`src/sv/mns_pkg.sv`:
```
// mns_pkg: types, character codes and tables for the mml note sequencer
// no dependencies
`default_nettype none
package mns_pkg;

    typedef enum logic [3:0] {
        PH_IDLE, PH_NOTE_LETTER, PH_NOTE_ACC, PH_NOTE_NUM, PH_NOTE_DOT,
        PH_NUM_O, PH_NUM_Q, PH_NUM_T, PH_NUM_L, PH_L_DOT,
        PH_DOLLAR, PH_KAR_SEEK, PH_KAR_TEXT, PH_KAR_ESC, PH_SKIP
    } t_phase;

    typedef enum logic [4:0] {
        SQ_WAIT, SQ_PARSE, SQ_ERR1, SQ_RES, SQ_RESW, SQ_DOT, SQ_LDIV, SQ_LDIVW,
        SQ_FDIV, SQ_FDIVW, SQ_FMUL, SQ_TONE, SQ_GATE, SQ_SIL, SQ_REST, SQ_FULL,
        SQ_DISP
    } t_seq;

    typedef struct packed {
        logic err1;
        logic res;
        logic dot;
        logic flush;
        logic tied;
        logic ldiv;
        logic ldot;
        logic disp;
        logic err2;
    } t_flags;

    localparam logic [1:0] EV_TONE  = 2'd0;
    localparam logic [1:0] EV_WAIT  = 2'd1;
    localparam logic [1:0] EV_ERROR = 2'd2;

    localparam logic [7:0] CH_NUL   = 8'h00;
    localparam logic [7:0] CH_QUOTE = 8'h22;
    localparam logic [7:0] CH_HASH  = 8'h23;
    localparam logic [7:0] CH_DOLL  = 8'h24;
    localparam logic [7:0] CH_PCT   = 8'h25;
    localparam logic [7:0] CH_AMP   = 8'h26;
    localparam logic [7:0] CH_PLUS  = 8'h2B;
    localparam logic [7:0] CH_MINUS = 8'h2D;
    localparam logic [7:0] CH_DOT   = 8'h2E;
    localparam logic [7:0] CH_0     = 8'h30;
    localparam logic [7:0] CH_9     = 8'h39;
    localparam logic [7:0] CH_SEMI  = 8'h3B;
    localparam logic [7:0] CH_LT    = 8'h3C;
    localparam logic [7:0] CH_GT    = 8'h3E;
    localparam logic [7:0] CH_A     = 8'h41;
    localparam logic [7:0] CH_G     = 8'h47;
    localparam logic [7:0] CH_K     = 8'h4B;
    localparam logic [7:0] CH_L     = 8'h4C;
    localparam logic [7:0] CH_O     = 8'h4F;
    localparam logic [7:0] CH_Q     = 8'h51;
    localparam logic [7:0] CH_R     = 8'h52;
    localparam logic [7:0] CH_T     = 8'h54;

    localparam logic [7:0] WHOLE_NOTE = 8'd192;
    localparam logic [6:0] TICK_MUL   = 7'd125;
    localparam logic [4:0] TOP_OCT    = 5'd17;
    localparam logic [5:0] LYRIC_MAX  = 6'd30;

    function automatic logic [30:0] tone_tab(input logic [3:0] s);
        logic [30:0] v;
        case (s)
            4'd0:    v = 31'd1071618315;
            4'd1:    v = 31'd1135340056;
            4'd2:    v = 31'd1202850889;
            4'd3:    v = 31'd1274376125;
            4'd4:    v = 31'd1350154473;
            4'd5:    v = 31'd1430438836;
            4'd6:    v = 31'd1515497155;
            4'd7:    v = 31'd1605613306;
            4'd8:    v = 31'd1701088041;
            4'd9:    v = 31'd1802240000;
            4'd10:   v = 31'd1909406767;
            4'd11:   v = 31'd2022946002;
            default: v = 31'd0;
        endcase
        return v;
    endfunction

    function automatic logic [3:0] step_tab(input logic [2:0] i);
        logic [3:0] v;
        case (i)
            3'd0:    v = 4'd9;
            3'd1:    v = 4'd11;
            3'd2:    v = 4'd0;
            3'd3:    v = 4'd2;
            3'd4:    v = 4'd4;
            3'd5:    v = 4'd5;
            3'd6:    v = 4'd7;
            default: v = 4'd0;
        endcase
        return v;
    endfunction

    function automatic logic is_note(input logic [7:0] b);
        return (b >= CH_A && b <= CH_G) || b == CH_R;
    endfunction

    function automatic logic is_start(input logic [7:0] b);
        return is_note(b) || b == CH_LT || b == CH_GT || b == CH_O || b == CH_Q ||
               b == CH_L || b == CH_T || b == CH_DOLL || b == CH_NUL;
    endfunction

endpackage
`default_nettype wire

```
`src/sv/mns_in_if.sv`:
```
// mns_in_if: text byte channel, valid/ready with payload
// no dependencies
`default_nettype none
interface mns_in_if;
    logic       valid;
    logic       ready;
    logic [7:0] text_byte;
    modport source (output valid, output text_byte, input ready);
    modport sink (input valid, input text_byte, output ready);
endinterface
`default_nettype wire

```
`src/sv/mns_out_if.sv`:
```
// mns_out_if: event channel, valid/ready with payload
// no dependencies
`default_nettype none
interface mns_out_if;
    logic        valid;
    logic        ready;
    logic [1:0]  event_kind;
    logic [30:0] tone_value;
    logic [15:0] wait_ticks;
    logic        last_event;
    modport source (output valid, output event_kind, output tone_value,
                    output wait_ticks, output last_event, input ready);
    modport sink (input valid, input event_kind, input tone_value,
                  input wait_ticks, input last_event, output ready);
endinterface
`default_nettype wire

```
`src/sv/mns_div.sv`:
```
// mns_div: restoring serial divider, one quotient bit per cycle
// depends on nothing outside this file
`default_nettype none
module mns_div #(
    parameter int W_N = 23,
    parameter int W_D = 16
) (
    input  wire logic           i_clk,
    input  wire logic           i_rst_n,
    input  wire logic           i_start,
    input  wire logic [W_N-1:0] i_num,
    input  wire logic [W_D-1:0] i_den,
    output logic                o_busy,
    output logic [W_N-1:0]      o_quo
);
    localparam int CW = $clog2(W_N + 1);

    logic [CW-1:0]  r_cnt;
    logic [W_N-1:0] r_q;
    logic [W_D-1:0] r_r;
    logic [W_D-1:0] r_d;
    logic [W_D:0]   trial;
    logic [W_D:0]   diff;

    assign trial = {r_r, r_q[W_N-1]};
    assign diff  = trial - {1'b0, r_d};

    always_ff @(posedge i_clk) begin
        if (!i_rst_n) begin
            r_cnt <= '0;
        end else if (i_start) begin
            r_cnt <= CW'(W_N);
        end else if (r_cnt != '0) begin
            r_cnt <= r_cnt - 1'b1;
        end
    end

    always_ff @(posedge i_clk) begin
        if (i_start) begin
            r_q <= i_num;
            r_r <= '0;
            r_d <= i_den;
        end else if (r_cnt != '0) begin
            if (trial >= {1'b0, r_d}) begin
                r_r <= diff[W_D-1:0];
                r_q <= {r_q[W_N-2:0], 1'b1};
            end else begin
                r_r <= trial[W_D-1:0];
                r_q <= {r_q[W_N-2:0], 1'b0};
            end
        end
    end

    assign o_busy = (r_cnt != '0);
    assign o_quo  = r_q;
endmodule
`default_nettype wire

```
`src/sv/mml_note_sequencer_core.sv`:
```
// mml_note_sequencer_core: byte-wise mml parser emitting tone, wait and error beats
// depends on mns_pkg, mns_in_if, mns_out_if, mns_div
// One text byte is taken, then ready stays low while a small sequencer works it
// through. A byte that resolves a note length or an L value also waits on the one
// shared serial divider. A byte that plays a note also runs the tick division in
// that divider, the gate product and the tone step, and emits each wait or silence
// beat. Event beats leave through a single output register; the sequencer stalls
// on it when the sink holds ready low.
`default_nettype none
module mml_note_sequencer_core #(
    parameter int DURATION_BITS = 16
) (
    input  wire logic  i_clk,
    input  wire logic  i_rst_n,
    mns_in_if.sink     i_in,
    mns_out_if.source  o_out
);
    import mns_pkg::*;

    localparam int DB = DURATION_BITS;
    localparam int WN = DB + 7;

    t_seq         r_state, n_state;
    t_phase       r_phase, n_phase;
    t_flags       r_flags, n_flags;
    logic [7:0]   r_byte, n_byte;
    logic [3:0]   r_oct, n_oct;
    logic [DB-1:0] r_dl, n_dl;
    logic [15:0]  r_tempo, n_tempo;
    logic [7:0]   r_quant, n_quant;
    logic [3:0]   r_prev_oct, n_prev_oct;
    logic [3:0]   r_prev_step, n_prev_step;
    logic [3:0]   r_p_oct, n_p_oct;
    logic [3:0]   r_p_step, n_p_step;
    logic         r_p_rest, n_p_rest;
    logic [15:0]  r_acc, n_acc;
    logic [DB-1:0] r_pl, n_pl;
    logic [5:0]   r_lyric, n_lyric;
    logic [WN-1:0] r_full, n_full;
    logic [WN-1:0] r_gate, n_gate;
    logic         r_ov, n_ov;
    logic [1:0]   r_kind, n_kind;
    logic [30:0]  r_tone, n_tone;
    logic [15:0]  r_wait, n_wait;
    logic         r_last, n_last;

    logic          div_start;
    logic [WN-1:0] div_num;
    logic [15:0]   div_den;
    logic          div_busy;
    logic [WN-1:0] div_quo;

    logic          free;
    logic          digit;
    logic [19:0]   acc_mul;
    logic [15:0]   acc_base;
    logic [15:0]   acc_new;
    logic [WN+7:0] gate_prod;
    logic          split;
    logic [3:0]    cur_oct;
    logic [3:0]    cur_step;
    logic [4:0]    tone_sh;

    mns_div #(.W_N(WN), .W_D(16)) u_div (
        .i_clk   (i_clk),
        .i_rst_n (i_rst_n),
        .i_start (div_start),
        .i_num   (div_num),
        .i_den   (div_den),
        .o_busy  (div_busy),
        .o_quo   (div_quo)
    );

    function automatic logic [DB-1:0] add_dot(input logic [DB-1:0] v);
        logic [DB:0] s;
        s = {1'b0, v} + {2'b0, v[DB-1:1]};
        return s[DB] ? {DB{1'b1}} : s[DB-1:0];
    endfunction

    function automatic logic [15:0] sat16(input logic [WN-1:0] v);
        return (v > WN'(16'hFFFF)) ? 16'hFFFF : v[15:0];
    endfunction

    assign free      = !r_ov || o_out.ready;
    assign digit     = (r_byte >= CH_0) && (r_byte <= CH_9);
    assign acc_base  = (r_phase == PH_NOTE_NUM || r_phase == PH_NUM_O || r_phase == PH_NUM_Q ||
                        r_phase == PH_NUM_T || r_phase == PH_NUM_L) ? r_acc : 16'd0;
    assign acc_mul   = {4'b0, acc_base} * 20'd10 + {16'b0, r_byte[3:0]};
    assign acc_new   = (acc_mul > 20'hFFFF) ? 16'hFFFF : acc_mul[15:0];
    assign gate_prod = {8'b0, r_full} * {{WN{1'b0}}, r_quant};
    assign split     = !r_p_rest && (r_quant < 8'd8) && !r_flags.tied;
    assign cur_oct   = r_p_rest ? 4'd0 : r_p_oct;
    assign cur_step  = r_p_rest ? 4'd0 : r_p_step;
    assign tone_sh   = TOP_OCT - {1'b0, cur_oct};

    assign i_in.ready       = (r_state == SQ_WAIT);
    assign o_out.valid      = r_ov;
    assign o_out.event_kind = r_kind;
    assign o_out.tone_value = r_tone;
    assign o_out.wait_ticks = r_wait;
    assign o_out.last_event = r_last;

    always_comb begin
        n_state = r_state;   n_phase = r_phase;     n_flags = r_flags;
        n_byte = r_byte;     n_oct = r_oct;         n_dl = r_dl;
        n_tempo = r_tempo;   n_quant = r_quant;     n_prev_oct = r_prev_oct;
        n_prev_step = r_prev_step;                  n_p_oct = r_p_oct;
        n_p_step = r_p_step; n_p_rest = r_p_rest;   n_acc = r_acc;
        n_pl = r_pl;         n_lyric = r_lyric;     n_full = r_full;
        n_gate = r_gate;
        n_ov = r_ov && !o_out.ready;
        n_kind = r_kind;     n_tone = r_tone;       n_wait = r_wait;
        n_last = r_last;
        div_start = 1'b0;
        div_num   = '0;
        div_den   = r_acc;

        case (r_state)
            SQ_WAIT: begin
                if (i_in.valid) begin
                    n_byte  = i_in.text_byte;
                    n_state = SQ_PARSE;
                end
            end
            SQ_PARSE: begin
                n_flags = '0;
                n_state = SQ_ERR1;
                case (r_phase)
                    PH_NOTE_LETTER, PH_NOTE_ACC, PH_NOTE_NUM, PH_NOTE_DOT: begin
                        if (r_phase == PH_NOTE_LETTER &&
                            (r_byte == CH_PLUS || r_byte == CH_HASH || r_byte == CH_MINUS)) begin
                            if (!r_p_rest) begin
                                if (r_byte == CH_MINUS) begin
                                    if (r_p_step == 4'd0) begin
                                        n_p_step = 4'd11;
                                        n_p_oct  = r_p_oct - 1'b1;
                                    end else begin
                                        n_p_step = r_p_step - 1'b1;
                                    end
                                end else begin
                                    if (r_p_step == 4'd11) begin
                                        n_p_step = 4'd0;
                                        n_p_oct  = r_p_oct + 1'b1;
                                    end else begin
                                        n_p_step = r_p_step + 1'b1;
                                    end
                                end
                            end
                            n_phase = PH_NOTE_ACC;
                        end else if (digit && r_phase != PH_NOTE_DOT) begin
                            n_acc   = acc_new;
                            n_phase = PH_NOTE_NUM;
                        end else if (r_byte == CH_DOT || r_byte == CH_AMP) begin
                            if (r_phase == PH_NOTE_NUM && r_acc == 16'd0) begin
                                n_flags.err1 = 1'b1;
                                n_phase      = PH_IDLE;
                            end else begin
                                n_flags.res = (r_phase == PH_NOTE_NUM);
                                if (r_byte == CH_DOT) begin
                                    n_flags.dot = 1'b1;
                                    n_phase     = PH_NOTE_DOT;
                                end else begin
                                    n_flags.flush = 1'b1;
                                    n_flags.tied  = 1'b1;
                                    n_phase       = PH_IDLE;
                                end
                            end
                        end else begin
                            if (r_phase == PH_NOTE_NUM && r_acc == 16'd0) begin
                                n_flags.err1 = 1'b1;
                            end else if (is_start(r_byte)) begin
                                n_flags.res   = (r_phase == PH_NOTE_NUM);
                                n_flags.flush = 1'b1;
                            end
                            n_flags.disp = 1'b1;
                            n_flags.err2 = !is_start(r_byte);
                        end
                    end
                    PH_NUM_O, PH_NUM_Q, PH_NUM_T, PH_NUM_L: begin
                        if (digit) begin
                            n_acc = acc_new;
                        end else begin
                            n_flags.disp = 1'b1;
                            n_flags.err2 = !is_start(r_byte);
                            case (r_phase)
                                PH_NUM_O: n_oct = (r_acc > 16'd9) ? 4'd9 : r_acc[3:0];
                                PH_NUM_Q: n_quant = (r_acc > 16'd255) ? 8'd255 : r_acc[7:0];
                                PH_NUM_T: begin
                                    if (r_acc == 16'd0) begin
                                        n_flags.err1 = 1'b1;
                                    end else begin
                                        n_tempo = r_acc;
                                    end
                                end
                                default: begin
                                    if (r_acc == 16'd0) begin
                                        n_flags.err1 = 1'b1;
                                    end else begin
                                        n_flags.ldiv = 1'b1;
                                        if (r_byte == CH_DOT) begin
                                            n_flags.ldot = 1'b1;
                                            n_flags.disp = 1'b0;
                                            n_flags.err2 = 1'b0;
                                            n_phase      = PH_L_DOT;
                                        end
                                    end
                                end
                            endcase
                        end
                    end
                    PH_L_DOT: begin
                        if (r_byte == CH_DOT) begin
                            n_dl = add_dot(r_dl);
                        end else begin
                            n_flags.disp = 1'b1;
                            n_flags.err2 = !is_start(r_byte);
                        end
                    end
                    PH_DOLLAR, PH_SKIP: begin
                        if (r_phase == PH_DOLLAR && r_byte == CH_K) begin
                            n_phase = PH_KAR_SEEK;
                        end else if (r_byte == CH_SEMI) begin
                            n_phase = PH_IDLE;
                        end else if (r_byte == CH_NUL) begin
                            n_flags.err1 = 1'b1;
                            n_phase      = PH_IDLE;
                        end else begin
                            n_phase = PH_SKIP;
                        end
                    end
                    PH_KAR_SEEK: begin
                        if (r_byte == CH_QUOTE) begin
                            n_lyric = '0;
                            n_phase = PH_KAR_TEXT;
                        end else if (r_byte == CH_NUL) begin
                            n_flags.err1 = 1'b1;
                            n_phase      = PH_IDLE;
                        end
                    end
                    PH_KAR_TEXT: begin
                        if (r_byte == CH_QUOTE) begin
                            n_phase = PH_SKIP;
                        end else if (r_byte == CH_NUL || r_lyric >= LYRIC_MAX) begin
                            n_flags.err1 = 1'b1;
                            n_phase      = PH_IDLE;
                        end else if (r_byte == CH_PCT) begin
                            n_phase = PH_KAR_ESC;
                        end else begin
                            n_lyric = r_lyric + 1'b1;
                        end
                    end
                    PH_KAR_ESC: begin
                        if (r_byte == CH_NUL) begin
                            n_flags.err1 = 1'b1;
                            n_phase      = PH_IDLE;
                        end else begin
                            n_lyric = r_lyric + 1'b1;
                            n_phase = PH_KAR_TEXT;
                        end
                    end
                    default: begin
                        n_flags.disp = 1'b1;
                        n_flags.err2 = !is_start(r_byte);
                    end
                endcase
            end
            SQ_ERR1: begin
                if (!r_flags.err1) begin
                    n_state = SQ_RES;
                end else if (free) begin
                    n_ov = 1'b1; n_kind = EV_ERROR; n_tone = '0; n_wait = '0;
                    n_last  = !r_flags.err2;
                    n_state = SQ_RES;
                end
            end
            SQ_RES: begin
                div_num = WN'(WHOLE_NOTE);
                if (r_flags.res) begin
                    div_start = 1'b1;
                    n_state   = SQ_RESW;
                end else begin
                    n_state = SQ_DOT;
                end
            end
            SQ_RESW: begin
                if (!div_busy) begin
                    n_pl    = div_quo[DB-1:0];
                    n_state = SQ_DOT;
                end
            end
            SQ_DOT: begin
                if (r_flags.dot) begin
                    n_pl = add_dot(r_pl);
                end
                n_state = SQ_LDIV;
            end
            SQ_LDIV: begin
                div_num = WN'(WHOLE_NOTE);
                if (r_flags.ldiv) begin
                    div_start = 1'b1;
                    n_state   = SQ_LDIVW;
                end else begin
                    n_state = SQ_FDIV;
                end
            end
            SQ_LDIVW: begin
                if (!div_busy) begin
                    n_dl    = r_flags.ldot ? add_dot(div_quo[DB-1:0]) : div_quo[DB-1:0];
                    n_state = SQ_FDIV;
                end
            end
            SQ_FDIV: begin
                div_num = WN'(r_pl) * WN'(TICK_MUL);
                div_den = r_tempo;
                if (r_flags.flush) begin
                    div_start = 1'b1;
                    n_state   = SQ_FDIVW;
                end else begin
                    n_state = SQ_DISP;
                end
            end
            SQ_FDIVW: begin
                if (!div_busy) begin
                    n_full  = div_quo;
                    n_state = SQ_FMUL;
                end
            end
            SQ_FMUL: begin
                n_gate  = gate_prod[WN+2:3];
                n_state = SQ_TONE;
            end
            SQ_TONE: begin
                if (cur_oct == r_prev_oct && cur_step == r_prev_step) begin
                    n_state = split ? SQ_GATE : SQ_FULL;
                end else if (free) begin
                    n_ov = 1'b1; n_kind = EV_TONE; n_wait = '0; n_last = 1'b0;
                    n_tone      = r_p_rest ? 31'd0 : (tone_tab(cur_step) >> tone_sh);
                    n_prev_oct  = cur_oct;
                    n_prev_step = cur_step;
                    n_state     = split ? SQ_GATE : SQ_FULL;
                end
            end
            SQ_GATE: begin
                if (free) begin
                    n_ov = 1'b1; n_kind = EV_WAIT; n_tone = '0; n_last = 1'b0;
                    n_wait  = sat16(r_gate);
                    n_state = SQ_SIL;
                end
            end
            SQ_SIL: begin
                if (free) begin
                    n_ov = 1'b1; n_kind = EV_TONE; n_tone = '0; n_wait = '0; n_last = 1'b0;
                    n_prev_oct  = 4'd0;
                    n_prev_step = 4'd0;
                    n_state     = SQ_REST;
                end
            end
            SQ_REST, SQ_FULL: begin
                if (free) begin
                    n_ov = 1'b1; n_kind = EV_WAIT; n_tone = '0;
                    n_last  = !r_flags.err2;
                    n_wait  = (r_state == SQ_REST) ? sat16(r_full - r_gate) : sat16(r_full);
                    n_state = SQ_DISP;
                end
            end
            SQ_DISP: begin
                if (!r_flags.disp) begin
                    n_state = SQ_WAIT;
                end else if (!r_flags.err2 || free) begin
                    n_phase = PH_IDLE;
                    n_acc   = '0;
                    n_state = SQ_WAIT;
                    if (r_flags.err2) begin
                        n_ov = 1'b1; n_kind = EV_ERROR; n_tone = '0; n_wait = '0;
                        n_last = 1'b1;
                    end
                    if (is_note(r_byte)) begin
                        n_p_rest = (r_byte == CH_R);
                        if (r_byte == CH_R) begin
                            n_p_oct  = 4'd0;
                            n_p_step = 4'd0;
                        end else begin
                            n_p_oct  = r_oct + 1'b1;
                            n_p_step = step_tab(3'(r_byte - CH_A));
                        end
                        n_pl    = r_dl;
                        n_phase = PH_NOTE_LETTER;
                    end else begin
                        case (r_byte)
                            CH_LT:   if (r_oct > 4'd0) n_oct = r_oct - 1'b1;
                            CH_GT:   if (r_oct < 4'd9) n_oct = r_oct + 1'b1;
                            CH_O:    n_phase = PH_NUM_O;
                            CH_Q:    n_phase = PH_NUM_Q;
                            CH_L:    n_phase = PH_NUM_L;
                            CH_T:    n_phase = PH_NUM_T;
                            CH_DOLL: n_phase = PH_DOLLAR;
                            default: n_phase = PH_IDLE;
                        endcase
                    end
                end
            end
            default: n_state = SQ_WAIT;
        endcase
    end

    always_ff @(posedge i_clk) begin
        if (!i_rst_n) begin
            r_state <= SQ_WAIT;   r_phase <= PH_IDLE;   r_flags <= '0;
            r_oct <= 4'd4;        r_dl <= DB'(48);      r_tempo <= 16'd120;
            r_quant <= 8'd7;      r_prev_oct <= '0;     r_prev_step <= '0;
            r_p_oct <= '0;        r_p_step <= '0;       r_p_rest <= 1'b0;
            r_acc <= '0;          r_pl <= '0;           r_lyric <= '0;
            r_ov <= 1'b0;
        end else begin
            r_state <= n_state;   r_phase <= n_phase;   r_flags <= n_flags;
            r_oct <= n_oct;       r_dl <= n_dl;         r_tempo <= n_tempo;
            r_quant <= n_quant;   r_prev_oct <= n_prev_oct;
            r_prev_step <= n_prev_step;                 r_p_oct <= n_p_oct;
            r_p_step <= n_p_step; r_p_rest <= n_p_rest; r_acc <= n_acc;
            r_pl <= n_pl;         r_lyric <= n_lyric;   r_ov <= n_ov;
        end
    end

    always_ff @(posedge i_clk) begin
        r_byte <= n_byte;
        r_full <= n_full;
        r_gate <= n_gate;
        r_kind <= n_kind;
        r_tone <= n_tone;
        r_wait <= n_wait;
        r_last <= n_last;
    end

    a_busy_after_beat: assert property (@(posedge i_clk) disable iff (!i_rst_n)
        i_in.valid && i_in.ready |=> !i_in.ready)
        else $error("input taken while a byte is in work");
    a_tempo_nonzero: assert property (@(posedge i_clk) disable iff (!i_rst_n)
        r_tempo != 16'd0)
        else $error("tempo reached zero");
    a_octave_range: assert property (@(posedge i_clk) disable iff (!i_rst_n)
        r_oct <= 4'd9)
        else $error("octave out of range");
    a_div_idle_on_start: assert property (@(posedge i_clk) disable iff (!i_rst_n)
        div_start |-> !div_busy)
        else $error("divider restarted while busy");
    a_emit_ready_low: assert property (@(posedge i_clk) disable iff (!i_rst_n)
        !r_ov && n_ov |-> !i_in.ready)
        else $error("event raised while idle");
endmodule
`default_nettype wire

```
`src/flat_wrapper.sv`:
```
// flat-port wrapper written by rule: the top's interface ports become plain ports
module mml_note_sequencer_core_flat import mns_pkg::*;
#(
    parameter int DURATION_BITS = 16
)
  (i_clk, i_rst_n, i_in_valid, i_in_text_byte, i_in_ready, o_out_valid, o_out_event_kind, o_out_tone_value, o_out_wait_ticks, o_out_last_event, o_out_ready);
  mns_in_if i_in_i ();
  mns_out_if o_out_i ();
  input  wire logic i_clk;
  input  wire logic i_rst_n;
  input wire logic [$bits(i_in_i.valid)-1:0] i_in_valid;
  input wire logic [$bits(i_in_i.text_byte)-1:0] i_in_text_byte;
  output wire logic [$bits(i_in_i.ready)-1:0] i_in_ready;
  output wire logic [$bits(o_out_i.valid)-1:0] o_out_valid;
  output wire logic [$bits(o_out_i.event_kind)-1:0] o_out_event_kind;
  output wire logic [$bits(o_out_i.tone_value)-1:0] o_out_tone_value;
  output wire logic [$bits(o_out_i.wait_ticks)-1:0] o_out_wait_ticks;
  output wire logic [$bits(o_out_i.last_event)-1:0] o_out_last_event;
  input wire logic [$bits(o_out_i.ready)-1:0] o_out_ready;
  assign i_in_i.valid = i_in_valid;
  assign i_in_i.text_byte = i_in_text_byte;
  assign i_in_ready = i_in_i.ready;
  assign o_out_valid = o_out_i.valid;
  assign o_out_event_kind = o_out_i.event_kind;
  assign o_out_tone_value = o_out_i.tone_value;
  assign o_out_wait_ticks = o_out_i.wait_ticks;
  assign o_out_last_event = o_out_i.last_event;
  assign o_out_i.ready = o_out_ready;
  mml_note_sequencer_core #(.DURATION_BITS(DURATION_BITS)) u_core (.i_clk(i_clk), .i_rst_n(i_rst_n), .i_in(i_in_i), .o_out(o_out_i));
endmodule
```
`config.mk`:
```
export PLATFORM = sky130hd
export DESIGN_NAME = mml_note_sequencer_core_flat
export DESIGN_NICKNAME = d
export VERILOG_FILES = /design/src/sv/mns_pkg.sv /design/src/sv/mns_in_if.sv /design/src/sv/mns_out_if.sv /design/src/sv/mns_div.sv /design/src/sv/mml_note_sequencer_core.sv /design/src/flat_wrapper.sv
export SDC_FILE = /design/constraint.sdc
export NUM_CORES = 2
export LEC_CHECK = 0
export BUFFER_PORTS_ARGS = -buffer_cell sky130_fd_sc_hd__clkbuf_2
export CORE_MARGIN = 5
export CORE_UTILIZATION = 40
export CTS_CLUSTER_SIZE = 28
export DETAILED_ROUTE_END_ITERATION = 7
export GPL_TIMING_DRIVEN = 1
export HOLD_SLACK_MARGIN = 0.12
export MAX_ROUTING_LAYER = met4
export SYNTH_ARGS = -nofsm -noshare
export SYNTH_HDL_FRONTEND = slang
export SYNTH_SLANG_ARGS = --single-unit
```
`constraint.sdc`:
```
create_clock -name i_clk -period 5.25 [get_ports i_clk]
set_input_delay 0.2625 -clock i_clk [delete_from_list [all_inputs] [get_ports i_clk]]
set_output_delay 0.2625 -clock i_clk [all_outputs]
set_load 0.02 [all_outputs]
```
== Yosys cells after proc, flatten, opt, wreduce, memory -nomap -nowiden ==
Memories as Yosys holds them, arrays and structs flattened.
Index checks and enable logic that the tools add are counted.
W data, S select, Z words.

* $add $sub $neg: 16
* Multipliers: 3
* Div/mod/pow operators: 0
* Magnitude comparators: 15
* Equal/unequal tests: 107
* Shift operators: 1
* Muxes and demuxes: 211
* Bitwise logic cells: 4
* Reductions and logical operators: 82

{| class="wikitable"
|+ Operators with widths
! kind !! count
|-
| $mux W16 || 33
|-
| $mux W31 || 11
|-
| $mux W4 || 62
|-
| $pmux W31 S4 || 1
|-
| $pmux W16 S2 || 3
|-
| $pmux W16 S6 || 1
|-
| $mux W5 || 18
|-
| $eq A8 B6 Y1 const B || 11
|-
| $pmux W5 S16 || 1
|-
| $gt A23 B16 Y1 const B || 3
|-
| $pmux W4 S2 || 7
|-
| $add A16 B15 Y17 || 3
|-
| $eq A8 B7 Y1 const B || 6
|-
| $pmux W16 S3 || 1
|-
| $pmux W4 S6 || 2
|-
| $mux W23 || 2
|-
| $pmux W23 S2 || 1
|-
| $eq A5 B4 Y1 const B || 8
|-
| $ne A2 B1 Y1 const B || 19
|-
| $mux W1 || 37
|-
| $eq A4 B4 Y1 const B || 8
|-
| $shr A31 B5 Y31 || 1
|-
| $mux W2 || 15
|-
| $mux W6 || 5
|-
| 80 further kinds || 180
|}

* Register bits: 282
* Bits in latches: 0
* Bits in writable memories: 0
* Memory bits (read-only): 496
* Input bits: 12
* Word-level logic and storage cells: 476
* Memories: 1

{| class="wikitable"
|+ Memory list
! name !! words !! width !! read ports !! clocked after Yosys merged registers in !! wr ports !! RTL line !! source
|-
| (name not given) || 16 || 31 || 1 || 0 || 0 || mns_pkg.sv:64 || <nowiki>case (s)</nowiki>
|}

== Logic depth before layout (Yosys ltp) ==
* Depth after elaboration: 17
* Mapped depth: 20

== Hierarchy ==
Synthesis repeated with hierarchy kept, for this count alone.

* Cell total of the unflattened synthesis: 3,317
* Area total of the unflattened synthesis: 28,103.2 sq um

{| class="wikitable"
|+ By module, submodules not included
! module !! times used !! cells an instance !! area an instance (sq um)
|-
| mml_note_sequencer_core || 1 || 2,980 || 24,528.5
|-
| mns_div || 1 || 337 || 3,574.7
|}

== Worst setup path before layout ==
OpenSTA, ideal clock, no wires.

* Kind: register to register
* Start point: reg u_core.r_quant[7]
* End point: reg u_core.r_gate[22] (data pin)
* Arrival: 4.806 ns
* Required time: 4.990 ns
* Setup slack: 0.184 ns
* Stages on the path, launching flop included: 18
* Buffers on the path: 2
* Clock period less this slack: 5.066 ns
* Path through: dfxtp_1 clkbuf_1 clkbuf_1 nand2_1 fa_1 inv_1 fa_1 fa_1 fa_1 ha_1 a21o_1 a21oi_1 nand2_1 o31ai_1 o211ai_1 a21o_1 a21oi_1 xnor2_1

* Cells in the longest elaborated chain, start to end: 1

{| class="wikitable"
|+ RTL lines
! item !! RTL line !! source
|-
| from (decl) || mml_note_sequencer_core.sv:30 || <nowiki>logic [7:0] r_quant, n_quant;</nowiki>
|-
| from (signal assigned) || mml_note_sequencer_core.sv:417 || <nowiki>r_quant <= n_quant; r_prev_oct <= n_prev_oct;</nowiki>
|-
| $mul A23 B8 Y26 || mml_note_sequencer_core.sv:90 || <nowiki>assign gate_prod = {8'b0, r_full} * {{WN{1'b0}}, r_quant};</nowiki>
|-
| via u_core.gate_prod[25] || mml_note_sequencer_core.sv:58 || <nowiki>logic [WN+7:0] gate_prod;</nowiki>
|-
| to (signal assigned) || mml_note_sequencer_core.sv:427 || <nowiki>r_gate <= n_gate;</nowiki>
|-
| to (decl) || mml_note_sequencer_core.sv:40 || <nowiki>logic [WN-1:0] r_gate, n_gate;</nowiki>
|}

The timed path passes the listed nets, and every way through them passes these cells.
A chain may end at the register's enable or synchronous reset.

== Final worst setup path ==
* Start point: reg u_core.r_full[3]
* End point: reg u_core.r_gate[21] (data pin)

* Cells in the longest elaborated chain, start to end: 1

{| class="wikitable"
|+ RTL lines
! item !! RTL line !! source
|-
| from (decl) || mml_note_sequencer_core.sv:39 || <nowiki>logic [WN-1:0] r_full, n_full;</nowiki>
|-
| from (signal assigned) || mml_note_sequencer_core.sv:426 || <nowiki>r_full <= n_full;</nowiki>
|-
| $mul A23 B8 Y26 || mml_note_sequencer_core.sv:90 ||
|-
| via u_core.gate_prod[24] || mml_note_sequencer_core.sv:58 ||
|}

The timed path passes the listed nets, and every way through them passes these cells.

==> out/qor.yml <==
status: "completed"
postRouteAntennaNets: 0
final_net_count: 3675
io_buffers: 63
grt_usage_pct: 20.2
synthFlopType: "edfxtp_1"
finalMaxSlewViolations: 0
switchingPower_w: 0.00667
netlist_instances: 3252
cp-start-kind: "register"
finalPower_w: 0.0145
cts_tree: "done"
p_sw_share_pct: 46.0
grt_max_degree: 42
place_congestion: 0.950
final.setup.tns_ps: 0
clkLatencyLatePin_ps: 560
synth_seq_area_share_pct: 25.3
yosys.area.top_type: "edfxtp_1"
initial_core_util_pct: 40.2
endpoint_kind: "register"
yosysWarnings: 0
num_rows: 97
stdcell_area_mm2: 0.0308
met1_length_um: 35700
cap_violations: 0
async_reset_ff_share_pct: 0
diodes: 0
tightest_slew_ps: 1130
clk_path_buf_depth: 3
p_comb_share_pct: 57.6
cts-root-buf: "clkbuf_16"
die_x_um: 275
viasPerCell: 5.47
first_pass_iters: 5
dieHeight_um: 275
avgSynthCellArea_um2: 8.62
place_hpwl_um: 57600
clkSinkCount: 282
crit_arrival_ps: 5310
utilization_pct: 44.2
core_mm2: 0.0698
dr.first_iter.drc_count: 1637
synth_cell_type_count: 101
dpl_cell_area_mm2: 0.0295
period_share_pct: 95.2
peakVddDrop_uv: 260
synth.area.top_cells: "edfxtp_1 (15%), fa_1 (13%), dfxtp_1 (9.9%)"
worstPathRequired_ps: 5560
critical_path_class: "reg -> reg"
hp-class: "in -> reg"
max_freq_mhz: 200
place_ws_ps: 73.7
drive_gt1_share_pct: 9.67
slew_headroom_pct: 24.4
synth_edf_count: 143
min_period_ps: 5000
top_layer_used: "met4"
route.met2.wl_um: 33400
area_growth_pct: 10.1
setup_ws_ps: 250
numCtsBuffers: 36
wl_per_cell_um: 17.6
leakagePower_nw: 13.1
internal-power_w: 0.00784
post_cts_buffers: 0
wl_met3_um: 3600
setup_violations: 0
antenna_found_initial: 0
clock-skew-final_ps: 18.1
synth_top_area_share_pct: 15.3
vias: 23200
clk_pin_slew_ps: 60
grt_pass1_wl_um: 122000
ys_seq_elements: 282
synth_nets: 3646
pwr-share-seq_pct: 24.7
netlist_area_mm2: 0.0280
grt_pass1_vias: 22700
io_pins: 64
grt.overflow.total: 0
wirelength_um: 74700
hold_violations: 0
htreeDepth: 2
power_density_mw_per_mm2: 471
crit_path_max_fanout: 7
die_area_mm2: 0.0754
rsz0062_at_grt: "false"
drc: 0
clockPowerShare_pct: 17.6
## state kept, by name, summed over array words and instances (netlist names), 9 cells and up
register                 count
u_core.o_out.tone_value     31
u_core.r_flags               9
u_core.r_gate               23
u_core.r_acc                16
u_core.o_out.wait_ticks     16
u_core.u_div.r_d            16
u_core.r_pl                 16
u_core.r_tempo              16
u_core.r_dl                 16
u_core.r_full               23
u_core.u_div.r_r            16
u_core.u_div.o_quo          23
## layout make-up
| type | count | area, um^2 |
|---|---|---|
| clock inverters | 21 | 253 |
| repair buffers | 163 | 1090 |
| inverters | 263 | 987 |
| multi-input cells | 2535 | 19300 |
| flip-flops and latches | 282 | 7080 |
| clock buffers | 44 | 961 |
| well taps | 940 | 1180 |
| fillers | 6895 | 38900 |
## cell usage after synthesis (all sizes together) (40+ instances only)
cell	number
a211oi	42
a21o	43
a21oi	174
a31oi	50
and2	100
clkbuf	138
dfxtp	139
edfxtp	143
fa	179
ha	203
inv	262
mux2i	67
nand2	299
nand2b	40
nand3	58
nor2	299
nor3	72
o21ai	220
xnor2	105
xor2	49
## logic make-up after synthesis
kind of cell	synth area share, %
compound gates	19.2
xor+xnor	4.81
fa+ha+maj	21.9
buf+inv	5.98
flops	25.3
mux	4.12
simple gates	18.8
## power groups by stage
stage | clock, W | combinational [W] | sequential, W
2_1_floorplan | 0 | 0.00631 | 0.00349
3_3_place_gp | 0 | 0.00824 | 0.00362
3_5_place_dp | 0 | 0.00827 | 0.00363
4_1_cts | 0.00263 | 0.00833 | 0.00358
5_1_grt | 0.00272 | 0.00938 | 0.00367
6_report | 0.00256 | 0.00837 | 0.00359
## what timing repair did
action                                 CTS  global route
resized for setup                        0             8
hold buffers                             8             0
setup endpoints to repair                0             5
endpoints found under the hold margin    8             0
## final timing paths
check	start	endpoint	slack, ps	cells past startpoint
hold reg to reg	u_core.r_flags[6]	u_core.r_flags[6]	460	2
hold / removal	i_rst_n	u_core.r_flags[0]	240	3
setup reg to reg	u_core.r_full[3]	u_core.r_gate[21]	250	17
setup / recovery	u_core.r_full[3]	u_core.r_gate[21]	250	17
## metrics by stage
step / hold WS [ps] / instances
5_1_grt: 247 / 4248
4_1_cts: 219 / 4248
2_1_floorplan: 361 / 3252
3_5_place_dp: 451 / 4175
3_3_place_gp: 443 / 4175
6_report: 238 / 4248
## worst max-delay path, stage by stage (launching register included)
cell,delay [ps]
edfxtp_1,500
and2_1,220
fa_1,390
fa_1,540
inv_1,50
fa_1,490
fa_1,550
inv_1,40
ha_1,330
o21ai_1,190
a21oi_1,80
o41ai_1,320
buf_4,200
o21bai_1,120
o21ai_1,280
o21ai_0,180
o22ai_1,180
xnor2_1,90
## per-layer routing
metal | GRT usage, % | up-vias
met1 | 27.9 | 11000
met3 | 2.20 | 111
met2 | 31.6 | 550
met5 | - | -
li1 | - | 11600
met4 | 5.51 | 0
## cell usage in the layout, fill, tap and decap left out, types with 70 or more instances in the layout
cell / n
o21ai_0: 213
inv_1: 261
nor2_1: 297
nor3_1: 70
xnor2_1: 104
nand2_1: 298
buf_4: 92
fa_1: 179
dfxtp_1: 135
ha_1: 203
and2_1: 99
a21oi_1: 174
edfxtp_1: 143
(Power assumes the default switching activity.)
